[src/rtl/core/rsmp_pkg.sv]
// Shared types and constants of the linear interpolation resampler.
// No dependencies; every other file of the block uses it by scoped names.
`timescale 1ns / 1ps
`default_nettype none

package rsmp_pkg;

  // Field widths
  localparam int SAMPLE_W   = 16;
  localparam int STEP_W     = 20;
  localparam int CFG_IDX_W  = 8;
  localparam int CFG_DATA_W = 32;

  // Phase step minimum and reset value
  localparam logic [STEP_W-1:0] STEP_MIN   = 20'd1024;
  localparam logic [STEP_W-1:0] STEP_RESET = 20'd65536;

  // Fraction bits of the phase accumulator
  localparam int PHASE_FRAC_BITS_DEF = 16;

  // Results per input item are capped
  localparam int MAX_RESULTS = 64;
  localparam int CNT_W       = $clog2(MAX_RESULTS + 1);

  // Depth of the queue between front and back
  localparam int QUEUE_DEPTH = 2;

  // Configuration register indexes
  localparam logic [CFG_IDX_W-1:0] REG_STEP   = 8'd0;
  localparam logic [CFG_IDX_W-1:0] REG_BYPASS = 8'd1;

  // What the back end does with a queued item
  typedef enum logic [1:0] {
    KIND_BYPASS,
    KIND_PRIME,
    KIND_INTERP
  } kind_t;

  typedef struct packed {
    kind_t                       kind;
    logic signed [SAMPLE_W-1:0]  sample;
    logic                        blk;
  } q_item_t;

  // Settings and clear pulse handed from front to back
  typedef struct packed {
    logic [STEP_W-1:0] step;
    logic              clear;
  } ctl_t;

endpackage

`default_nettype wire

[src/rtl/core/rsmp_if.sv]
// Valid/ready channel interfaces of the resampler: input, result, configuration.
// Depends on rsmp_pkg for field widths.
`timescale 1ns / 1ps
`default_nettype none

interface rsmp_in_if;
  logic                                 valid;
  logic                                 ready;
  logic signed [rsmp_pkg::SAMPLE_W-1:0] sample_in;
  logic                                 block_end;

  modport source (output valid, output sample_in, output block_end, input ready);
  modport sink   (input valid, input sample_in, input block_end, output ready);
endinterface

interface rsmp_out_if;
  logic                                 valid;
  logic                                 ready;
  logic signed [rsmp_pkg::SAMPLE_W-1:0] sample_out;
  logic                                 last_of_run;
  logic                                 flush;

  modport source (output valid, output sample_out, output last_of_run, output flush,
                  input ready);
  modport sink   (input valid, input sample_out, input last_of_run, input flush,
                  output ready);
endinterface

interface rsmp_cfg_if;
  logic                               valid;
  logic                               ready;
  logic [rsmp_pkg::CFG_IDX_W-1:0]     index;
  logic [rsmp_pkg::CFG_DATA_W-1:0]    data;

  modport source (output valid, output index, output data, input ready);
  modport sink   (input valid, input index, input data, output ready);
endinterface

`default_nettype wire

[src/rtl/core/rsmp_front.sv]
// Front end: configuration registers, input accept and item classification.
// Depends on rsmp_pkg and the channel interfaces in rsmp_if.sv.
`timescale 1ns / 1ps
`default_nettype none

module rsmp_front (
  input  wire logic              clk,
  input  wire logic              rst_n,
  rsmp_in_if.sink                in_if,
  rsmp_cfg_if.sink               cfg_if,
  input  wire logic              q_full,
  output rsmp_pkg::q_item_t      q_data,
  output logic                   q_push,
  output rsmp_pkg::ctl_t         ctl
);

  logic [rsmp_pkg::STEP_W-1:0] step_r;
  logic                        bypass_r;
  logic                        primed_r;
  logic [rsmp_pkg::STEP_W-1:0] step_wr;
  logic                        cfg_hit;

  // Configuration writes are always taken
  assign cfg_if.ready = 1'b1;
  assign cfg_hit = cfg_if.valid &&
                   ((cfg_if.index == rsmp_pkg::REG_STEP) ||
                    (cfg_if.index == rsmp_pkg::REG_BYPASS));

  // Clamp a written step to its minimum
  always_comb begin
    step_wr = cfg_if.data[rsmp_pkg::STEP_W-1:0];
    if (step_wr < rsmp_pkg::STEP_MIN) begin
      step_wr = rsmp_pkg::STEP_MIN;
    end
  end

  // Accept an item whenever the queue has room
  assign in_if.ready = !q_full;
  assign q_push      = in_if.valid && !q_full;

  // Classify the item against the current mode and priming state
  always_comb begin
    q_data.sample = in_if.sample_in;
    q_data.blk    = in_if.block_end;
    if (bypass_r) begin
      q_data.kind = rsmp_pkg::KIND_BYPASS;
    end else if (!primed_r) begin
      q_data.kind = rsmp_pkg::KIND_PRIME;
    end else begin
      q_data.kind = rsmp_pkg::KIND_INTERP;
    end
  end

  assign ctl.step  = step_r;
  assign ctl.clear = cfg_hit;

  always_ff @(posedge clk) begin
    if (!rst_n) begin
      step_r   <= rsmp_pkg::STEP_RESET;
      bypass_r <= 1'b1;
      primed_r <= 1'b0;
    end else if (cfg_hit) begin
      // A write to either mapped register drops the priming
      if (cfg_if.index == rsmp_pkg::REG_STEP) begin
        step_r <= step_wr;
      end else begin
        bypass_r <= cfg_if.data[0];
      end
      primed_r <= 1'b0;
    end else if (q_push && (q_data.kind == rsmp_pkg::KIND_PRIME)) begin
      primed_r <= 1'b1;
    end
  end

endmodule

`default_nettype wire

[src/rtl/core/rsmp_fifo.sv]
// Short item queue between the front and the back end of the resampler.
// Depends on rsmp_pkg for the item type and depth.
`timescale 1ns / 1ps
`default_nettype none

module rsmp_fifo (
  input  wire logic              clk,
  input  wire logic              rst_n,
  input  wire logic              push,
  input  wire rsmp_pkg::q_item_t push_data,
  output logic                   full,
  input  wire logic              pop,
  output logic                   head_valid,
  output rsmp_pkg::q_item_t      head_data
);

  localparam int DEPTH = rsmp_pkg::QUEUE_DEPTH;
  localparam int AW    = (DEPTH > 1) ? $clog2(DEPTH) : 1;
  localparam int CW    = $clog2(DEPTH + 1);

  rsmp_pkg::q_item_t mem_r [DEPTH];
  logic [AW-1:0]     wr_ptr_r;
  logic [AW-1:0]     rd_ptr_r;
  logic [CW-1:0]     cnt_r;

  assign full       = (cnt_r == CW'(DEPTH));
  assign head_valid = (cnt_r != '0);
  assign head_data  = mem_r[rd_ptr_r];

  // Store pushed items
  always_ff @(posedge clk) begin
    if (push) begin
      mem_r[wr_ptr_r] <= push_data;
    end
  end

  // Advance pointers and count
  always_ff @(posedge clk) begin
    if (!rst_n) begin
      wr_ptr_r <= '0;
      rd_ptr_r <= '0;
      cnt_r    <= '0;
    end else begin
      if (push) begin
        wr_ptr_r <= (wr_ptr_r == AW'(DEPTH - 1)) ? '0 : wr_ptr_r + 1'b1;
      end
      if (pop) begin
        rd_ptr_r <= (rd_ptr_r == AW'(DEPTH - 1)) ? '0 : rd_ptr_r + 1'b1;
      end
      if (push && !pop) begin
        cnt_r <= cnt_r + 1'b1;
      end else if (pop && !push) begin
        cnt_r <= cnt_r - 1'b1;
      end
    end
  end

`ifndef SYNTHESIS
  a_no_push_when_full: assert property (@(posedge clk) disable iff (!rst_n)
    !(push && full && !pop))
    else $error("queue written while full");

  a_no_pop_when_empty: assert property (@(posedge clk) disable iff (!rst_n)
    pop |-> head_valid)
    else $error("queue read while empty");
`endif

endmodule

`default_nettype wire

[src/rtl/core/rsmp_back.sv]
// Back end: phase sequencer, interpolation multiply stage and result register.
// Depends on rsmp_pkg and the result channel interface in rsmp_if.sv.
`timescale 1ns / 1ps
`default_nettype none

module rsmp_back #(
  parameter int PHASE_FRAC_BITS = rsmp_pkg::PHASE_FRAC_BITS_DEF
) (
  input  wire logic              clk,
  input  wire logic              rst_n,
  input  wire logic              head_valid,
  input  wire rsmp_pkg::q_item_t head_data,
  output logic                   pop,
  input  wire rsmp_pkg::ctl_t    ctl,
  rsmp_out_if.source             out_if
);

  localparam int SW    = rsmp_pkg::SAMPLE_W;
  localparam int F     = PHASE_FRAC_BITS;
  localparam int PW    = ((F > rsmp_pkg::STEP_W) ? F : rsmp_pkg::STEP_W) + 1;
  localparam int PRODW = SW + 1 + F + 1;
  localparam int CW    = rsmp_pkg::CNT_W;
  localparam logic [PW-1:0] PHASE_ONE = {{(PW-1){1'b0}}, 1'b1} << F;
  localparam logic [CW-1:0] CNT_MAX   = CW'(rsmp_pkg::MAX_RESULTS);

  // Sequencer state
  logic [PW-1:0]          phase_r, phase_nxt;
  logic signed [SW-1:0]   prev_r, prev_nxt;
  logic [CW-1:0]          cnt_r, cnt_nxt;

  // Multiply stage
  logic                   m_valid_r;
  logic signed [PRODW-1:0] m_prod_r;
  logic signed [SW-1:0]   m_s0_r;
  logic                   m_last_r;
  logic                   m_flush_r;

  // Result register
  logic                   out_valid_r;
  logic signed [SW-1:0]   out_sample_r;
  logic                   out_last_r;
  logic                   out_flush_r;

  logic                   out_free;
  logic                   m_free;
  logic                   issue;
  logic signed [SW-1:0]   iss_s0;
  logic signed [SW-1:0]   iss_cur;
  logic [F-1:0]           iss_b;
  logic                   iss_last;
  logic                   iss_flush;
  logic [PW-1:0]          step_ext;
  logic [PW-1:0]          phase_sum;
  logic signed [SW:0]     delta;
  logic signed [F:0]      mul_b;
  logic signed [PRODW-1:0] prod;
  logic signed [PRODW-1:0] prod_sh;
  logic signed [SW:0]     res_sum;

  assign out_free  = !out_valid_r || out_if.ready;
  assign m_free    = !m_valid_r || out_free;
  assign step_ext  = {{(PW-rsmp_pkg::STEP_W){1'b0}}, ctl.step};
  assign phase_sum = phase_r + step_ext;

  // Sequence one queued item: prime, pass through, or walk the phase
  always_comb begin
    phase_nxt = phase_r;
    prev_nxt  = prev_r;
    cnt_nxt   = cnt_r;
    pop       = 1'b0;
    issue     = 1'b0;
    iss_s0    = prev_r;
    iss_cur   = head_data.sample;
    iss_b     = phase_r[F-1:0];
    iss_last  = 1'b0;
    iss_flush = 1'b0;
    if (head_valid) begin
      case (head_data.kind)
        rsmp_pkg::KIND_PRIME: begin
          prev_nxt = head_data.sample;
          pop      = 1'b1;
        end
        rsmp_pkg::KIND_BYPASS: begin
          iss_s0    = head_data.sample;
          iss_b     = '0;
          iss_last  = 1'b1;
          iss_flush = head_data.blk;
          if (m_free) begin
            issue = 1'b1;
            pop   = 1'b1;
          end
        end
        rsmp_pkg::KIND_INTERP: begin
          if (phase_r < PHASE_ONE) begin
            iss_last  = (cnt_r == CNT_MAX - 1'b1) || (phase_sum >= PHASE_ONE);
            iss_flush = iss_last && head_data.blk;
            if (cnt_r < CNT_MAX) begin
              if (m_free) begin
                issue     = 1'b1;
                phase_nxt = phase_sum;
                cnt_nxt   = cnt_r + 1'b1;
              end
            end else begin
              // Past the cap: advance the phase without a result
              phase_nxt = phase_sum;
            end
          end else begin
            // Wrap the phase and retire the sample
            phase_nxt = phase_r - PHASE_ONE;
            prev_nxt  = head_data.sample;
            cnt_nxt   = '0;
            pop       = 1'b1;
          end
        end
        default: begin
          pop = 1'b1;
        end
      endcase
    end
    if (ctl.clear) begin
      phase_nxt = '0;
    end
  end

  // Interpolation product
  assign delta = {iss_cur[SW-1], iss_cur} - {iss_s0[SW-1], iss_s0};
  assign mul_b = {1'b0, iss_b};
  assign prod  = delta * mul_b;

  // Floor shift and add back the earlier sample
  assign prod_sh = m_prod_r >>> F;
  assign res_sum = {m_s0_r[SW-1], m_s0_r} + prod_sh[SW:0];

  always_ff @(posedge clk) begin
    if (!rst_n) begin
      phase_r     <= '0;
      prev_r      <= '0;
      cnt_r       <= '0;
      m_valid_r   <= 1'b0;
      out_valid_r <= 1'b0;
    end else begin
      phase_r <= phase_nxt;
      prev_r  <= prev_nxt;
      cnt_r   <= cnt_nxt;
      if (m_free) begin
        m_valid_r <= issue;
      end
      if (out_free) begin
        out_valid_r <= m_valid_r;
      end
    end
  end

  // Payload registers
  always_ff @(posedge clk) begin
    if (issue) begin
      m_prod_r  <= prod;
      m_s0_r    <= iss_s0;
      m_last_r  <= iss_last;
      m_flush_r <= iss_flush;
    end
    if (out_free && m_valid_r) begin
      out_sample_r <= res_sum[SW-1:0];
      out_last_r   <= m_last_r;
      out_flush_r  <= m_flush_r;
    end
  end

  assign out_if.valid       = out_valid_r;
  assign out_if.sample_out  = out_sample_r;
  assign out_if.last_of_run = out_last_r;
  assign out_if.flush       = out_flush_r;

`ifndef SYNTHESIS
  a_cnt_capped: assert property (@(posedge clk) disable iff (!rst_n)
    cnt_r <= CNT_MAX)
    else $error("result count past cap");

  a_phase_after_wrap: assert property (@(posedge clk) disable iff (!rst_n)
    (pop && (head_data.kind == rsmp_pkg::KIND_INTERP) && !ctl.clear)
      |=> (phase_r < step_ext))
    else $error("phase not below step after wrap");

  a_mul_stage_holds: assert property (@(posedge clk) disable iff (!rst_n)
    (m_valid_r && !out_free) |=> (m_valid_r && $stable(m_prod_r)))
    else $error("multiply stage lost a stalled result");
`endif

endmodule

`default_nettype wire

[src/rtl/core/linear_interp_resampler.sv]
// Top level of the linear interpolation resampler: front, queue and back end.
// Depends on rsmp_pkg, rsmp_if.sv, rsmp_front, rsmp_fifo and rsmp_back.
//
// Usage:
//   in_if  : one signed 16-bit sample per item plus a block_end mark.
//   out_if : interpolated samples, with last_of_run on the final result of an
//            input item and flush on that result when the input had block_end.
//   cfg_if : register writes, always ready; index 0 is the Q step (clamped to
//            at least 1024), index 1 is bypass. A write to either re-primes the block.
//   Write configuration only while no item is in flight.
// Path: two-entry queue, sequencer, multiply stage, result register.
// Sequencing: the back end pops a priming item, issues one result for
//   a bypass item, and issues an interpolated item's n results, one per phase
//   step (at most 64 at the minimum step), then wraps the phase; with more
//   than 16 fraction bits, phase steps past the 64-result cap issue nothing.
//   Issues wait on a held multiply stage; the phase sequencer sets the pace.
// Reset: step 65536, bypass on, phase and priming cleared; no clearing pass.
// Stall: a stalled receiver holds the result register, then the multiply
//   stage, then the sequencer; the queue fills and in_if.ready drops.
`timescale 1ns / 1ps
`default_nettype none

module linear_interp_resampler #(
  parameter int PHASE_FRAC_BITS = rsmp_pkg::PHASE_FRAC_BITS_DEF
) (
  input  wire logic  clk,
  input  wire logic  rst_n,
  rsmp_in_if.sink    in_if,
  rsmp_out_if.source out_if,
  rsmp_cfg_if.sink   cfg_if
);

  rsmp_pkg::q_item_t q_push_data;
  rsmp_pkg::q_item_t q_head_data;
  rsmp_pkg::ctl_t    ctl;
  logic              q_push;
  logic              q_full;
  logic              q_pop;
  logic              q_head_valid;

  rsmp_front u_front (
    .clk    (clk),
    .rst_n  (rst_n),
    .in_if  (in_if),
    .cfg_if (cfg_if),
    .q_full (q_full),
    .q_data (q_push_data),
    .q_push (q_push),
    .ctl    (ctl)
  );

  rsmp_fifo u_fifo (
    .clk        (clk),
    .rst_n      (rst_n),
    .push       (q_push),
    .push_data  (q_push_data),
    .full       (q_full),
    .pop        (q_pop),
    .head_valid (q_head_valid),
    .head_data  (q_head_data)
  );

  rsmp_back #(
    .PHASE_FRAC_BITS (PHASE_FRAC_BITS)
  ) u_back (
    .clk        (clk),
    .rst_n      (rst_n),
    .head_valid (q_head_valid),
    .head_data  (q_head_data),
    .pop        (q_pop),
    .ctl        (ctl),
    .out_if     (out_if)
  );

endmodule

`default_nettype wire

[src/flat_wrapper.sv]
// flat-port wrapper written by rule: the top's interface ports become plain ports
module linear_interp_resampler_flat 
#(
  parameter int PHASE_FRAC_BITS = rsmp_pkg::PHASE_FRAC_BITS_DEF
)
  (clk, rst_n, in_if_valid, in_if_sample_in, in_if_block_end, in_if_ready, out_if_valid, out_if_sample_out, out_if_last_of_run, out_if_flush, out_if_ready, cfg_if_valid, cfg_if_index, cfg_if_data, cfg_if_ready);
  rsmp_in_if in_if_i ();
  rsmp_out_if out_if_i ();
  rsmp_cfg_if cfg_if_i ();
  input  wire logic clk;
  input  wire logic rst_n;
  input wire logic [$bits(in_if_i.valid)-1:0] in_if_valid;
  input wire logic [$bits(in_if_i.sample_in)-1:0] in_if_sample_in;
  input wire logic [$bits(in_if_i.block_end)-1:0] in_if_block_end;
  output wire logic [$bits(in_if_i.ready)-1:0] in_if_ready;
  output wire logic [$bits(out_if_i.valid)-1:0] out_if_valid;
  output wire logic [$bits(out_if_i.sample_out)-1:0] out_if_sample_out;
  output wire logic [$bits(out_if_i.last_of_run)-1:0] out_if_last_of_run;
  output wire logic [$bits(out_if_i.flush)-1:0] out_if_flush;
  input wire logic [$bits(out_if_i.ready)-1:0] out_if_ready;
  input wire logic [$bits(cfg_if_i.valid)-1:0] cfg_if_valid;
  input wire logic [$bits(cfg_if_i.index)-1:0] cfg_if_index;
  input wire logic [$bits(cfg_if_i.data)-1:0] cfg_if_data;
  output wire logic [$bits(cfg_if_i.ready)-1:0] cfg_if_ready;
  assign in_if_i.valid = in_if_valid;
  assign in_if_i.sample_in = in_if_sample_in;
  assign in_if_i.block_end = in_if_block_end;
  assign in_if_ready = in_if_i.ready;
  assign out_if_valid = out_if_i.valid;
  assign out_if_sample_out = out_if_i.sample_out;
  assign out_if_last_of_run = out_if_i.last_of_run;
  assign out_if_flush = out_if_i.flush;
  assign out_if_i.ready = out_if_ready;
  assign cfg_if_i.valid = cfg_if_valid;
  assign cfg_if_i.index = cfg_if_index;
  assign cfg_if_i.data = cfg_if_data;
  assign cfg_if_ready = cfg_if_i.ready;
  linear_interp_resampler #(.PHASE_FRAC_BITS(PHASE_FRAC_BITS)) u_core (.clk(clk), .rst_n(rst_n), .in_if(in_if_i), .out_if(out_if_i), .cfg_if(cfg_if_i));
endmodule
[config.mk]
export PLATFORM = sky130hd
export DESIGN_NAME = linear_interp_resampler_flat
export DESIGN_NICKNAME = d
export VERILOG_FILES = /design/src/rtl/core/rsmp_pkg.sv /design/src/rtl/core/rsmp_if.sv /design/src/rtl/core/rsmp_front.sv /design/src/rtl/core/rsmp_fifo.sv /design/src/rtl/core/rsmp_back.sv /design/src/rtl/core/linear_interp_resampler.sv /design/src/flat_wrapper.sv
export SDC_FILE = /design/constraint.sdc
export NUM_CORES = 1
export LEC_CHECK = 0
export ABC_AREA = 1
export BUFFER_PORTS_ARGS = -buffer_cell sky130_fd_sc_hd__buf_2
export CAP_MARGIN = 40
export CORE_MARGIN = 2
export CORE_UTILIZATION = 44
export DETAILED_ROUTE_END_ITERATION = 7
export GPL_TIMING_DRIVEN = 0
export SLEW_MARGIN = 20
export SYNTH_ARGS = -nofsm -noshare
export SYNTH_HDL_FRONTEND = slang
export SYNTH_SLANG_ARGS = --single-unit
[constraint.sdc]
create_clock -name clk -period 11.2 [get_ports clk]
set_input_delay 2.24 -clock clk [delete_from_list [all_inputs] [get_ports clk]]
set_output_delay 2.24 -clock clk [all_outputs]
set_load 0.01 [all_outputs]
# Yosys cells after proc, flatten, opt, wreduce, memory -nomap -nowiden
# Memory sizes are Yosys's and may differ from the RTL's. A register that Yosys moved wholly into a read port is not among the register bits.
# Index checks and enable logic that the tools add are counted.
# word_totals
register_bits	140
ram_bits	38
in_bits	62
output_inout_bits	21
elab_cells	107
n_memories	1
# memory_table
memory	words	width	read_ports	rd_ports_with_merged_regs	write_ports	line_no	source
u_core.u_fifo.mem_r	2	19	1	1	1	rsmp_fifo.sv:21	rsmp_pkg::q_item_t mem_r [DEPTH];
# op_classes
n_addsub	9
mul	1
order_cmp	4
n_eq_ne	10
n_mux	35
bitwise_logic	2
n_reduce_logical	27
# op_table
op	n
$mux 16	5
$mux 21	3
$mul 17x17->32	1
$pmux 16 s2	1
$add 21x20->21	1
$ge 21x17->1 const B	1
$lt 21x17->1 const B	1
$mux 7	3
$sub 21x17->21 const B	1
$lt 20x11->1 const B	1
$mux 20	1
$sub 16x16->17	1
$add 16x16->16	1
$mux 1	14
$eq 8x1->1 const B	1
$logic_not 8->1	1
$mux 2	4
$pmux 1 s2	4
$add 7x1->7 const B	1
$eq 7x6->1 const B	1
$logic_and 1x1->1	7
$lt 7x7->1 const B	1
$reduce_and 3->1	2
$reduce_bool 2->1	3
other kinds (15)	28

# Depth between registers and ports, before layout
# Gate-level depths: netlist of run 1.
# depth
word_depth	9
mapped_depth	47
mapped_depth_nobuf	44

# Hierarchy
# From an unflattened synthesis of run 1, not the netlist that was laid out.
# unflattened
hier_cells	2408
hier_area_um2	19602.6
# modules_own_cells
mod	n_inst	cells_per_inst	area_each_um2	seq_area_each_um2
rsmp_back	1	2112	16706.0	2482.4
rsmp_fifo	1	94	1651.6	1241.2
rsmp_front	1	202	1244.9	440.4

# Worst setup path after synthesis of run 1
# Ideal clock, no wire load.
# synth_path
kind	reg2reg
start	register with a tool-made name
end	register u_core.u_back.m_prod_r[26], data pin
setup_ns	0.262
t_arrival_ns	7.493
required_time_ns	10.938
setup_slack_ns	3.445
path_stages_with_launch	45
path_buffers	3
synth_period_minus_slack_ns	7.755
cell_sequence	dfxtp_1 > buf_6 > inv_4 > nand2_2 > nand2_4 > nand3_4 > buf_2 > clkbuf_1 > nand2_1 > o21ai_0 > ha_1 > inv_1 > fa_1 > inv_1 > nor2_1 > nand2_1 > nand2_1 > nand2_1 > [9 not listed] > fa_1 > fa_1 > inv_1 > fa_1 > fa_1 > inv_1 > fa_1 > inv_1 > ha_1 > a21oi_1 > o21ai_0 > a21oi_1 > nand2_1 > nand2_1 > nand2_1 > a21boi_0 > o21bai_1 > xor2_1
# synth_lines
item	line_no	source
to (signal assigned)	rsmp_back.sv:157	m_prod_r <= prod;
to (decl)	rsmp_back.sv:33	logic signed [PRODW-1:0] m_prod_r;

==> results.sh, run 1 <==
export IMPL_ff2ff_setup_slack_ps=1690
export IMPL_core_area_um2=42900
export IMPL_rows=76
export IMPL_cts_root_buf="clkbuf_16"
export IMPL_grt_pass1_vias=15600
export IMPL_rr_endpoint="u_core.u_back.m_prod_r[29]"
export IMPL_synth_seq_cells=163
export IMPL_synth_cell_types=55
export IMPL_clkLatencyLatePin_ps=450
export IMPL_cts_setup_buffers=0
export IMPL_r2r_cells=42
export IMPL_synth_edf_count=90
export IMPL_place_gp_congestion=0.951
export IMPL_worst_path_max_delay_cell="fa_1"
export IMPL_drc=0
export IMPL_hold_buffers=0
export IMPL_min_to="u_core.u_back.out_if.flush"
export IMPL_initialDrtViolationCount=1040
export IMPL_path_buf_inv=12
export IMPL_rsz0062_at_grt="no"
export IMPL_cap_viol_max_count=0
export IMPL_min_from="u_core.u_back.m_flush_r"
export IMPL_netlist_area_um2=19000
export IMPL_worst_setup_path_end_kind="register"
export IMPL_final_setup_tns_ps=0
export IMPL_htreeDepth=4
export IMPL_hpwl_um=42400
export IMPL_slew_viol_final=0
export IMPL_startpoint_type="register"
export IMPL_clkTransAtPathRegs_ps=60
export IMPL_grtUsageTotal_pct=23.8
export IMPL_post_route_period_util_pct=85.0
export IMPL_overflow=0
export IMPL_drtAntennaViolNets=0
export IMPL_grt_pass1_wl_um=82000
export IMPL_die_x_um=212
export IMPL_crit_path_max_incr_delay_ps=560
export IMPL_hold_viol_final=0
export IMPL_synth_fp_nets=2742
export IMPL_synthArstFlopShare_pct=0
export IMPL_max_slew_margin_pct=45.3
export IMPL_clock_sinks=163
export IMPL_antenna_found_initial=0
export IMPL_holdCritPathClass="reg -> reg"
export IMPL_status="finished, final reports clean"
export IMPL_syn_to_final_growth_pct=9.05
export IMPL_worst_setup_path_type="reg -> reg"
export IMPL_skew_ps=15.0
export IMPL_cts_inserted_buffers=17
export IMPL_die_y_um=212
export IMPL_yosys_warnings=0
export IMPL_grt_max_degree=35
export IMPL_ys_seq_area_share_pct=21.9
export IMPL_crit_family="adder cells"
export IMPL_fin_nets=2835
export IMPL_fin_crit_ps=9510
export IMPL_ios=83
export IMPL_clockBufferDepth=2
export IMPL_fin_cells=2982
export IMPL_placed_cells=2950
export IMPL_syn_inst=2291
export IMPL_path_max_fanout=10
export IMPL_dr_pass1_iters=5
export IMPL_timing_fmax_ghz=0.105
export IMPL_layout_drive_gt1_share_pct=8.68
export IMPL_tightest_slew_ps=820
export IMPL_die_area_um2=45000
export IMPL_wl_um=50700
export IMPL_ys_flop_type="edfxtp_1"
export IMPL_vias_per_cell=5.09
export IMPL_crit_arrival_ps=9680
export IMPL_min_path_cells=0
export IMPL_setup_violations=0
export IMPL_cts_tree="yes"
export IMPL_wl_per_cell_um=17.0
export IMPL_postCtsResizedCells=0
export IMPL_port_buffers=69
export IMPL_n_antenna_cell=0
export IMPL_cp_data_required_time_ps=11360
export IMPL_vias=15200
export IMPL_start_util_pct=44.4
export IMPL_avgSynthCellArea_um2=8.31
worst register-to-register path, delay by kind of cell, from the launching register on:
| family | cells | cell delay, ps |
|---|---|---|
| buf+inv | 12 | 1830 |
| compound gates | 4 | 740 |
| xor+xnor | 1 | 190 |
| simple gates | 16 | 2190 |
| flops | 1 | 330 |
| fa+ha+maj | 9 | 3950 |
cell usage after synthesis, drive strengths merged (21+ instances only):
| library cell | count | area (um2) |
|---|---|---|
| a21oi | 152 | 764 |
| clkbuf | 27 | 101 |
| dfxtp | 73 | 1460 |
| edfxtp | 90 | 2700 |
| fa | 261 | 5230 |
| ha | 128 | 1600 |
| inv | 525 | 1980 |
| nand2 | 380 | 1500 |
| nand3 | 98 | 568 |
| nand4 | 21 | 144 |
| nor2 | 222 | 873 |
| o21ai | 111 | 571 |
| xnor2 | 23 | 201 |
| xor2 | 57 | 541 |
metal layers:
metal | global-route usage, % | vias up | share of wire, % | wire length [um]
met5 | 0 | - | 0 | 0
met4 | 9.11 | 0 | 3.6 | 1850
met3 | 3.68 | 79 | 5.3 | 2670
met2 | 40.2 | 415 | 48 | 24300
met1 | 30.9 | 7386 | 43 | 21900
li1 | - | 7284 | - | -
flip-flops by register name, indices dropped and copies added (netlist names), 2 cells and up, named ones only:
name / flops
u_core.u_back.prev_r: 16
u_core.u_fifo.cnt_r: 2
u_core.u_fifo.mem_r: 38
u_core.u_back.cnt_r: 7
u_core.u_back.m_s0_r: 16
u_core.u_back.out_if.sample_out: 16
u_core.u_back.m_prod_r: 16
u_core.u_front.step_r: 20
u_core.u_back.phase_r: 21
stage by stage:
stage               utilization (%)  cell area (um2)  hold WS (ps)  worst slack [ps]
finish                         48.4            20800           427              1690
global route                   48.4            20800           443              1160
CTS                            48.4            20800           427              1790
detailed placement             47.0            20200           420              1830
global placement               46.9            20100           404              1830
floorplan                         -            19000           400              3450
layout by cell type (no fill, tap or decap), types with 15 or more instances in the layout:
cell type    n
xnor2_1     23
nor3_1      16
a21oi_1    150
clkbuf_1    31
inv_2       16
nand3_1     84
dfxtp_1     73
inv_1      507
nand4_1     19
xor2_1      53
nor2_1     206
clkbuf_16   18
o21ai_0    101
nand2_1    358
edfxtp_1    90
ha_1       128
buf_2       74
nand2_2     19
fa_1       261
nor2_2      15
how the worst max path moves through the flow:
stage | slack (ps) | cells after the start | from | endpoint
floorplan | 3450 | 44 | register | u_core.u_back.m_prod_r[26]
global placement | 1830 | 42 | register | u_core.u_back.m_prod_r[29]
detailed placement | 1830 | 37 | register | u_core.u_back.m_prod_r[26]
CTS | 1790 | 41 | register | u_core.u_back.m_prod_r[29]
global route | 1160 | 42 | register | u_core.u_back.m_prod_r[30]
finish | 1690 | 42 | register | u_core.u_back.m_prod_r[29]
cells by family (layout without fill, tap and decap cells):
| kind of cell | count (synthesis) | count (layout) | share of synthesized area (%) |
|---|---|---|---|
| XOR/XNOR | 80 | 80 | 3.90 |
| flip-flops | 163 | 163 | 21.9 |
| AO/OA/AOI/OAI | 307 | 307 | 8.79 |
| adder cells (fa/ha/maj) | 389 | 389 | 35.8 |
| buffers and inverters | 578 | 684 | 11.6 |
| multiplexers | 6 | 6 | 0.315 |
| other | 1 | 1 | 0.0197 |
| AND/OR/NAND/NOR | 767 | 767 | 17.6 |
final cells by class:
class | count | area (um2)
plain buffers | 44 | 209
clock buffers | 22 | 465
clock inverters | 10 | 123
fillers | 4294 | 22100
inverters | 534 | 2010
multi-input cells | 1550 | 12700
flip-flops and latches | 163 | 4160
well taps | 585 | 732
repair buffers | 74 | 394
Power of run 1 is left out: the tool's default activity adds up to more than one toggle a clock period on the data nets, which glitch-free logic cannot reach.
==> run 2, diff against run 1 <==
==> constraint.sdc (replaced) <==
create_clock -name clk -period 8.4 [get_ports clk]
set_input_delay 1.68 -clock clk [delete_from_list [all_inputs] [get_ports clk]]
set_output_delay 1.68 -clock clk [all_outputs]
set_load 0.01 [all_outputs]
==> run 2 against run 1 <==
Cell area increased by 4.6%. Cell count increased by 1.6%. Critical path depth decreased by 6. Highest routed layer unchanged. Clock-buffer cell count unchanged. Wire length increased by 2.2%. Core utilization increased by 2.2 points.
==> results.sh, run 2 (same netlist as run 1, synthesis figures left out) <==
export IMPL_cts_root_buf="clkbuf_16"
export IMPL_wl_per_cell_um=17.1
export IMPL_status="finished, final reports clean"
export IMPL_regMostFlops="u_core.u_fifo.mem_r"
export IMPL_post_route_period_util_pct=96.9
export IMPL_fin_crit_ps=8140
export IMPL_overflow=0
export IMPL_start_util_pct=44.4
export IMPL_hold_viol_final=0
export IMPL_clkTransAtPathRegs_ps=60
export IMPL_grt_pass1_vias=15600
export IMPL_fin_nets=2882
export IMPL_cp_data_required_time_ps=8660
export IMPL_layout_setup_ws_ps=258
export IMPL_wl_um=51800
export IMPL_port_buffers=69
export IMPL_setup_violations=0
export IMPL_clock_sinks=163
export IMPL_n_antenna_cell=0
export IMPL_worst_setup_path_end_kind="register"
export IMPL_htreeDepth=4
export IMPL_grtUsageTotal_pct=23.9
export IMPL_die_y_um=212
export IMPL_drc=0
export IMPL_die_x_um=212
export IMPL_clkLatencyLatePin_ps=450
export IMPL_core_area_um2=42900
export IMPL_drtAntennaViolNets=0
export IMPL_clockBufferDepth=2
export IMPL_cts_inserted_buffers=17
export IMPL_timing_fmax_ghz=0.123
export IMPL_reg_top3="u_core.u_fifo.mem_r (38), u_core.u_back.phase_r (21), u_core.u_front.step_r (20)"
export IMPL_rows=76
export IMPL_skew_ps=12.7
export IMPL_crit_path_max_incr_delay_ps=620
export IMPL_ios=83
export IMPL_multiInputGateArea_um2=13200
export IMPL_dpl_instance_area_um2=20200
export IMPL_worst_path_max_delay_cell="fa_2"
export IMPL_holdCritPathClass="reg -> reg"
export IMPL_grt_max_degree=35
export IMPL_vias=15500
export IMPL_antenna_found_initial=0
export IMPL_syn_to_final_growth_pct=14.1
export IMPL_tightest_slew_ps=856
export IMPL_slew_viol_final=0
export IMPL_regArea_um2=4160
export IMPL_crit_arrival_ps=8400
export IMPL_cap_viol_max_count=0
export IMPL_dp_slack_ps=-974
export IMPL_die_area_um2=45000
export IMPL_hold_buffers=0
export IMPL_path_max_fanout=10
export IMPL_crit_family="adder cells"
export IMPL_path_buf_inv=9
export IMPL_layout_commonest_cell="inv_1"
export IMPL_cts_tree="yes"
export IMPL_initialDrtViolationCount=1039
export IMPL_max_slew_margin_pct=42.9
export IMPL_place_gp_congestion=0.951
export IMPL_layout_common_cells="inv_1 (502), nand2_1 (345), fa_1 (253)"
export IMPL_fill_cells=4200
export IMPL_hpwl_um=42400
export IMPL_largest_reg_flops=38
export IMPL_worst_setup_path_type="reg -> reg"
export IMPL_design_area_um2=21700
export IMPL_startpoint_type="register"
export IMPL_grt_pass1_wl_um=82400
export IMPL_vias_per_cell=5.12
export IMPL_dr_pass1_iters=6
export IMPL_layout_drive_gt1_share_pct=13.4
-- run 2: cell types whose count changed in the layout (fill, tap and decap cells not counted), sizes merged --
cell,delta
clkinv,-2
clkinvlp,+2
clkbuf,-2
buf,+49
-- run 2: worst register-to-register path: cells and delay by family, from the launching register on --
family	cells	cell delay (ps)
adder cells (fa/ha/maj)	8	3900
flip-flops	1	330
XOR/XNOR	1	240
AO/OA/AOI/OAI	6	1050
buffers and inverters	9	960
AND/OR/NAND/NOR	12	1510
-- run 2: path summary, 6_finish.rpt --
kind	start	endpoint	slack [ps]	cells after the start
min reg2reg	u_core.u_back.m_flush_r	u_core.u_back.out_if.flush	430	0
min	u_core.u_back.m_flush_r	u_core.u_back.out_if.flush	430	0
max reg2reg	register	u_core.u_back.m_prod_r[29]	260	36
max	register	u_core.u_back.m_prod_r[29]	260	36
-- run 2: routing by layer --
| metal | vias to the layer above | global-route usage (%) | part of all wire, % |
|---|---|---|---|
| li1 | 7375 | - | - |
| met1 | 7632 | 31.1 | 42 |
| met2 | 415 | 40.5 | 48 |
| met3 | 84 | 3.57 | 5.6 |
| met4 | 0 | 9.18 | 3.9 |
| met5 | - | 0 | 0 |
-- run 2: what timing repair did --
item / CTS / global route
gates resized for setup: 44 / 92
setup endpoints to repair: 16 / 14
pin swaps: 8 / 33
buffers inserted: 9 / 40
-- run 2: final cells by class --
| type | count | share of cell area [%] |
|---|---|---|
| Sequential cell | 163 | 19.2 |
| Timing Repair Buffer | 123 | 3.57 |
| Clock inverter | 10 | 0.565 |
| Tap cell | 585 | 3.37 |
| Clock buffer | 22 | 2.14 |
| Buffer | 42 | 1.19 |
| Inverter | 534 | 9.34 |
| Multi-Input combinational cell | 1550 | 60.7 |
-- run 2: metrics by stage --
step	setup TNS [ps]	hold WS, ps	instances	util (%)
floorplan	0	400	2291	-
global placement	-7700	404	2945	46.9
detailed placement	-9200	420	2950	47.0
CTS	0	427	2989	49.0
global route	-174	443	3029	50.6
finish	0	428	3029	50.6
Power of run 2 is left out for the same reason.
